**config.mk**
```make
export PLATFORM = sky130hd
export DESIGN_NAME = abl_ctrl
export DESIGN_NICKNAME = d
export VERILOG_FILES = /design/src/rtl/core/abl_pkg.sv /design/src/rtl/core/abl_ctrl.sv
export SDC_FILE = /design/constraint.sdc
export NUM_CORES = 1
export LEC_CHECK = 0
export BUFFER_PORTS_ARGS = -buffer_cell sky130_fd_sc_hd__buf_2
export CORE_AREA = 2 2 39 41
export DETAILED_ROUTE_END_ITERATION = 12
export DIE_AREA = 0 0 41 43
export PLACE_DENSITY = 0.44
export SYNTH_ARGS = -nofsm -noshare
export SYNTH_HDL_FRONTEND = slang
export SYNTH_SLANG_ARGS = --single-unit
```
**constraint.sdc**
```tcl
create_clock -name i_clk -period 0.9 [get_ports i_clk]
set_input_delay 0.135 -clock i_clk [delete_from_list [all_inputs] [get_ports i_clk]]
set_output_delay 0.135 -clock i_clk [all_outputs]
set_load 0.01 [all_outputs]
```
**src/rtl/core/abl_pkg.sv**
```systemverilog
// ============================================================================
// abl_pkg: shared types and constants of the ARP binding table
// Table size, derived widths, result codes and the command and status groups
// exchanged between the controller and the datapath.
// ============================================================================
package abl_pkg;

    // Table geometry.
    localparam int TABLE_ENTRIES = 64;
    localparam int IDX_W  = (TABLE_ENTRIES > 1) ? $clog2(TABLE_ENTRIES) : 1;
    localparam int FILL_W = $clog2(TABLE_ENTRIES + 1);

    // Field widths of the message and the result.
    localparam int OP_W     = 16;
    localparam int IP_W     = 32;
    localparam int MAC_W    = 48;
    localparam int STATUS_W = 3;
    localparam int ENTRY_W  = 6;
    localparam int ENTRY_BITS = IP_W + MAC_W;

    // ARP operation code of a reply.
    localparam logic [OP_W-1:0] REPLY_OPCODE = 16'd2;

    // Result codes.
    typedef enum logic [STATUS_W-1:0] {
        ST_IGNORED = 3'd0,
        ST_MATCH   = 3'd1,
        ST_SPOOF   = 3'd2,
        ST_LEARNED = 3'd3,
        ST_FULL    = 3'd4
    } t_status;

    // Commands from the controller to the datapath.
    typedef struct packed {
        logic start;
        logic step;
        logic decide;
        logic load_out;
    } t_cmd;

    // Status from the datapath to the controller.
    typedef struct packed {
        logic is_reply;
        logic hit;
        logic exhausted;
    } t_stat;

    // Reports a table slot on the fixed-width entry index field, modulo 64.
    function automatic logic [ENTRY_W-1:0] to_entry(input logic [IDX_W-1:0] idx);
        logic [IDX_W+ENTRY_W-1:0] wide;
        wide = {{ENTRY_W{1'b0}}, idx};
        return wide[ENTRY_W-1:0];
    endfunction

endpackage

```
**src/rtl/core/abl_ctrl.sv**
```systemverilog
// ============================================================================
// abl_ctrl: controller of the ARP binding table
// Sequences accept, table search, decision and hand-off to the output
// register, and owns both handshakes.
// ============================================================================
module abl_ctrl (
    input  logic            i_clk,
    input  logic            i_rst_n,
    input  logic            i_in_valid,
    output logic            o_in_ready,
    output logic            o_out_valid,
    input  logic            i_out_ready,
    input  abl_pkg::t_stat  i_stat,
    output abl_pkg::t_cmd   o_cmd
);

    typedef enum logic [1:0] {
        S_IDLE,
        S_SEARCH,
        S_POST
    } t_state;

    t_state r_state;
    t_state n_state;
    logic   r_out_valid;
    logic   n_out_valid;
    logic   accept;
    logic   done;
    logic   load;

    assign accept = (r_state == S_IDLE) && i_in_valid;
    assign done   = !i_stat.is_reply || i_stat.hit || i_stat.exhausted;
    assign load   = (r_state == S_POST) && (!r_out_valid || i_out_ready);

    // Next state and output valid.
    always_comb begin
        n_state     = r_state;
        n_out_valid = r_out_valid;
        if (r_out_valid && i_out_ready) begin
            n_out_valid = 1'b0;
        end
        case (r_state)
            S_IDLE: begin
                if (accept) begin
                    n_state = S_SEARCH;
                end
            end
            S_SEARCH: begin
                if (done) begin
                    n_state = S_POST;
                end
            end
            S_POST: begin
                if (load) begin
                    n_state     = S_IDLE;
                    n_out_valid = 1'b1;
                end
            end
            default: begin
                n_state = S_IDLE;
            end
        endcase
    end

    // State and registered outputs.
    always_ff @(posedge i_clk) begin
        if (!i_rst_n) begin
            r_state     <= S_IDLE;
            r_out_valid <= 1'b0;
        end else begin
            r_state     <= n_state;
            r_out_valid <= n_out_valid;
        end
    end

    // Commands to the datapath.
    assign o_cmd = '{
        start:    accept,
        step:     (r_state == S_SEARCH),
        decide:   (r_state == S_SEARCH) && done,
        load_out: load
    };

    assign o_in_ready  = (r_state == S_IDLE);
    assign o_out_valid = r_out_valid;

endmodule

```
==> results.toml, run 1 <==
[status]
outcome = "complete, but fails checks"
violations = "setup timing"

[synthesis]
syn_nets = 26
synth_cell_type_count = 13
ys_ff_latch = 3
synth_cells = 19
synth_area_um2 = 180
seq_area_frac_synth = 0.333
ys_warn_count = 0
avgSynthCellArea_um2 = 9.48

[sta]
slew_headroom = 0.794
fin_crit_sh = 1.27
final.min_clock_period_ps = 1140
rsz0062_at_grt = "yes"
drv_slew = 0
hold_viol_final = 0
fin_ws_ps = -239
setup_viol = 6
skew_ps = 0.226
worstMarginPinSlew_ps = 307
max_freq_mhz = 878

[drt]
routedWlPerCell_um = 9.58
via_per_inst = 3.75
drt_iter0_drc = 0
ant_nets = 0
post-route-drc-count = 0
wl_met3_um = 59
dr.pass1.iters = 1
wl_um = 527
met1_length_um = 180
wl_met2_um = 288
highest_layer = "met3"
vias = 206

[flow_run]
maxCapViolations = 0

[hold_path]
hold_class = "input port to flop"
min_from = "i_rst_n"
min_path_cells = 2
holdPathEnd = "r_state[0]$_SDFFE_PN0P_"

[critical_path]
r2r_end = "r_state[0]$_SDFFE_PN0P_"
cp_slowest_cell = "dfxtp_4"
crit_type = "flop to output port"
r2r-start = "r_state[0]$_SDFFE_PN0P_"
path_delay_family = "flip-flops"
cpPeakStageDelay_ps = 360
end_kind = "output port"
required_ps = 760
r2r_slack_ps = -50
worstPathMaxFanout = 5
start_kind = "flop"
cp_num_buf_inv = 1
worstRegToRegCells = 4
crit_chain = "nor2_2, and2_1, buf_2"
arrival_ps = 1000

[power]
p_sw_mw = 0.126
p_seq_frac = 0.291
p_int_mw = 0.384
p_clk_frac = 0.460
p_leak_nw = 0.171
ir_drop_v = 0.000870
power_frac_comb = 0.249
p_per_area_nw_per_um2 = 1350
p_sw_frac = 0.247
power_mw = 0.510

[floorplanning]
io_pins = 13
die_w_um = 41
initial_utilization = 0.130
placementRows = 14
die_area_um2 = 1760
core-area_um2 = 1380
die_h_um = 43

[global_routing]
grt_pass1_wl_um = 772
grt_pass1_vias = 227
grt_max_degree = 6
overflow = 0
grt_usage = 0.0711
antenna_found_initial = 0

[clock_network]
cts_htree_levels = 1
clock-sinks = 3
cts_tree = "done"
clkTransAtPathRegs_ps = 40
cts_buffers = 3
clockBufferDepth = 2
clockRootBuffer = "clkbuf_4"
worstSkewPairLatency_ps = 230

[finish]
fin_area_um2 = 379
diodes = 0
mostFrequentLayoutCells = "buf_2, buf_6, clkbuf_4, buf_4"
drive_gt1_frac = 0.769
syn_to_final_growth_pct = 110
fin_cells = 55
final_common_cell = "buf_2"
layout.nets = 47

[placement]
placed_area_um2 = 258
gp_congestion = 0.668
hpwlAfterDp_um = 290
dp_cells = 46
port_buffers = 12
[state kept, by name, summed over array words and instances (netlist names)]
name         flops
o_out_valid      1
r_state          2
[cell families (layout without fill, tap and decap cells)]
family / Yosys count / count (layout) / share of synthesized area
compound gates: 3 / 3 / 0.167
buf+inv: 3 / 23 / 0.104
flops: 3 / 3 / 0.333
simple gates: 10 / 10 / 0.396
[routing by layer]
layer | track usage | vias to the layer above
li1 | - | 103
met1 | 0.0607 | 93
met2 | 0.0969 | 10
met3 | 0.0942 | 0
met4 | 0.0200 | 0
met5 | 0 | -
[repair_timing]
item	in CTS	in global routing
hold buffers	0	0
resized for setup	8	6
endpoints found under the setup margin	5	7
pin swaps	0	1
buffers inserted	3	2
[power by group through the flow]
stage	logic, mW	clock network, mW	registers (mW)
after detailed placement	0.0790	0	0.149
final	0.127	0.235	0.148
after floorplan	0.0497	0	0.149
after global routing	0.138	0.269	0.149
after CTS	0.103	0.246	0.148
after global placement	0.0788	0	0.149
[layout make-up]
class / instances / area, um2
fill: 154 / 1000
multi-input combinational: 13 / 133
timing repair buffer: 18 / 129
sequential: 3 / 67.6
clock buffer: 4 / 26.3
tap: 16 / 20.0
inverter: 1 / 3.75
[how the worst max path moves through the flow]
stage / slack (ps) / end / depth (start not counted) / startpoint
4_1_cts: -210 / o_cmd[1] / 3 / r_state[0]$_SDFFE_PN0P_
3_5_place_dp: -40 / o_cmd[1] / 3 / r_state[0]$_SDFFE_PN0P_
5_1_grt: -320 / o_cmd[3] / 3 / r_state[1]$_SDFFE_PN0P_
2_1_floorplan: -20 / o_cmd[3] / 3 / r_state[1]$_SDFFE_PN0P_
6_report: -240 / o_cmd[3] / 3 / r_state[1]$_SDFFE_PN0P_
3_3_place_gp: -60 / o_cmd[1] / 3 / r_state[0]$_SDFFE_PN0P_
[synthesized netlist by cell type, drive strengths merged]
library cell | number | area (um2)
inv | 1 | 3.75
nor2 | 1 | 3.75
a21oi | 1 | 5.00
nor4bb | 1 | 10.0
o32ai | 1 | 16.3
and2 | 1 | 6.26
a31o | 1 | 8.76
nand3b | 1 | 7.51
buf | 2 | 15.0
dfxtp | 3 | 60.1
nand2b | 2 | 12.5
nor3b | 1 | 12.5
nor2b | 3 | 18.8
[through the flow]
step	setup WS, ps	util	hold WS, ps	setup TNS [ps]
after floorplan	-24.7	-	270	-33.7
after global placement	-56.2	0.186	409	-56.2
after detailed placement	-37.9	0.186	412	-37.9
after CTS	-212	0.247	170	-776
after global routing	-316	0.274	183	-1320
final	-239	0.274	177	-987
(Power assumes the default switching activity.)
==> run 2: changes to the inputs <==
--- a/config.mk
+++ b/config.mk
@@ -9,6 +9,7 @@
 export CORE_AREA = 2 2 39 41
 export DETAILED_ROUTE_END_ITERATION = 12
 export DIE_AREA = 0 0 41 43
+export GPL_TIMING_DRIVEN = 0
 export PLACE_DENSITY = 0.44
 export SYNTH_ARGS = -nofsm -noshare
 export SYNTH_HDL_FRONTEND = slang
==> results.toml, run 2 (synthesis gave the netlist of run 1 again) <==
[drt]
wl_um = 408
drt_iter0_drc = 0
ant_nets = 0
dr.pass1.iters = 1
via_per_inst = 3.75
routedWlPerCell_um = 8.00
post-route-drc-count = 0
vias = 191

[finish]
mostFrequentLayoutCells = "buf_2, buf_6, nor2b_4, clkbuf_4"
fin_area_um2 = 355
diodes = 0
fin_cells = 51
regMostFlops = "r_state"
syn_to_final_growth_pct = 97.2
largest_reg_flops = 2
drive_gt1_frac = 0.800
final_common_cell = "buf_2"
layout.nets = 43
fillers = 151

[placement]
hpwlAfterDp_um = 302
gp_congestion = 0.656
placed_area_um2 = 265
dp_cells = 47
dp_slack_ps = -94.8
port_buffers = 12

[clock_network]
cts_tree = "done"
ctsHoldBuffers = 0
clockRootBuffer = "clkbuf_4"
clock-sinks = 3
clockBufferDepth = 2
clkTransAtPathRegs_ps = 30
worstSkewPairLatency_ps = 230
cts_buffers = 3
cts_htree_levels = 1

[critical_path]
worstPathMaxFanout = 5
required_ps = 760
end_kind = "output port"
crit_type = "flop to output port"
cp_num_buf_inv = 1
path_delay_family = "flip-flops"
arrival_ps = 1000
cp_slowest_cell = "dfxtp_4"
start_kind = "flop"
crit_chain = "nor2b_4, nor2b_4, buf_6"
crit_top_cell = "nor2b_4"
cpPeakStageDelay_ps = 360

[floorplanning]
die_area_um2 = 1760
core-area_um2 = 1380
initial_utilization = 0.130
placementRows = 14
io_pins = 13
die_h_um = 43
die_w_um = 41

[power]
power_frac_comb = 0.230
ir_drop_v = 0.000304
p_sw_frac = 0.239
p_int_mw = 0.378
p_seq_frac = 0.300
p_per_area_nw_per_um2 = 1400
p_clk_frac = 0.471
p_sw_mw = 0.119
p_leak_nw = 0.161

[global_routing]
grt_util_met1 = 0.0545
met2_usage = 0.0969
top_usage_layer = "met2"
overflow = 0
grt_pass1_vias = 201
grt_usage = 0.0662
grtUsageMet3 = 0.0471
grt_max_degree = 6
grt_pass1_wl_um = 738
antenna_found_initial = 0

[hold_path]
hold_class = "input port to flop"

[sta]
skew_ps = 2.26
drv_slew = 0
final.min_clock_period_ps = 1130
worstMarginPinSlew_ps = 353
fin_crit_sh = 1.26
setup_viol = 5
hold_viol_final = 0
rsz0062_at_grt = "yes"
max_freq_mhz = 883
slew_headroom = 0.764
fin_ws_ps = -232

[flow_run]
maxCapViolations = 0

[status]
outcome = "complete, but fails checks"
violations = "setup timing"
## run 2: cell types whose count changed in the layout (fill, tap and decap cells not counted)
cell / before / now
dfxtp_2: 0 / 1
buf_2: 10 / 8
and2_1: 1 / 0
nor2b_1: 1 / 0
nor4bb_1: 0 / 1
and2_4: 0 / 1
buf_4: 3 / 2
buf_6: 5 / 4
nor4bb_2: 1 / 0
dfxtp_1: 1 / 0
nor2b_4: 2 / 3
## run 2: repair_timing
action,in CTS,in global routing
gates resized for setup,14,2
hold endpoints to repair,0,0
setup buffers,2,1
pin swaps,2,1
setup endpoints to repair,5,6
## run 2: power by group through the flow
stage | registers [mW] | logic, mW | clock network, mW
6_report | 0.149 | 0.114 | 0.234
5_1_grt | 0.150 | 0.124 | 0.250
2_1_floorplan | 0.149 | 0.0497 | 0
3_3_place_gp | 0.149 | 0.0846 | 0
3_5_place_dp | 0.149 | 0.0846 | 0
4_1_cts | 0.149 | 0.115 | 0.245
## run 2: final timing paths
| path | from | cells after the start | slack [ps] | end |
|---|---|---|---|---|
| worst min register to register | r_state[1]$_SDFFE_PN0P_ | 2 | 560 | o_out_valid$_SDFF_PN0_ |
| worst max-delay path | r_state[0]$_SDFFE_PN0P_ | 3 | -230 | o_cmd[1] |
| worst max register to register | r_state[0]$_SDFFE_PN0P_ | 2 | 70 | r_state[1]$_SDFFE_PN0P_ |
| worst min-delay path | i_rst_n | 2 | 180 | r_state[0]$_SDFFE_PN0P_ |
## run 2: layer usage
metal | vias to the layer above | wire [um]
met1 | 83 | 155
met2 | 10 | 202
met3 | 2 | 42
li1 | 96 | -
met4 | 0 | 8
met5 | - | 0
## run 2: final cells by class
type / count / area [um2] / area share
well taps: 16 / 20.0 / 0.0563
flip-flops and latches: 3 / 68.8 / 0.194
inverters: 1 / 3.75 / 0.0106
repair buffers: 14 / 100 / 0.282
clock buffers: 4 / 26.3 / 0.0739
multi-input cells: 13 / 136 / 0.384
## run 2: stage by stage
step           utilization  power [mW]  setup TNS, ps  hold slack (ps)
3_3_place_gp         0.192       0.234           -225              411
6_report             0.257       0.496           -816              177
2_1_floorplan            -       0.198          -33.7              270
3_5_place_dp         0.192       0.234           -224              405
4_1_cts              0.254       0.509           -848              169
5_1_grt              0.257       0.524          -1050              183
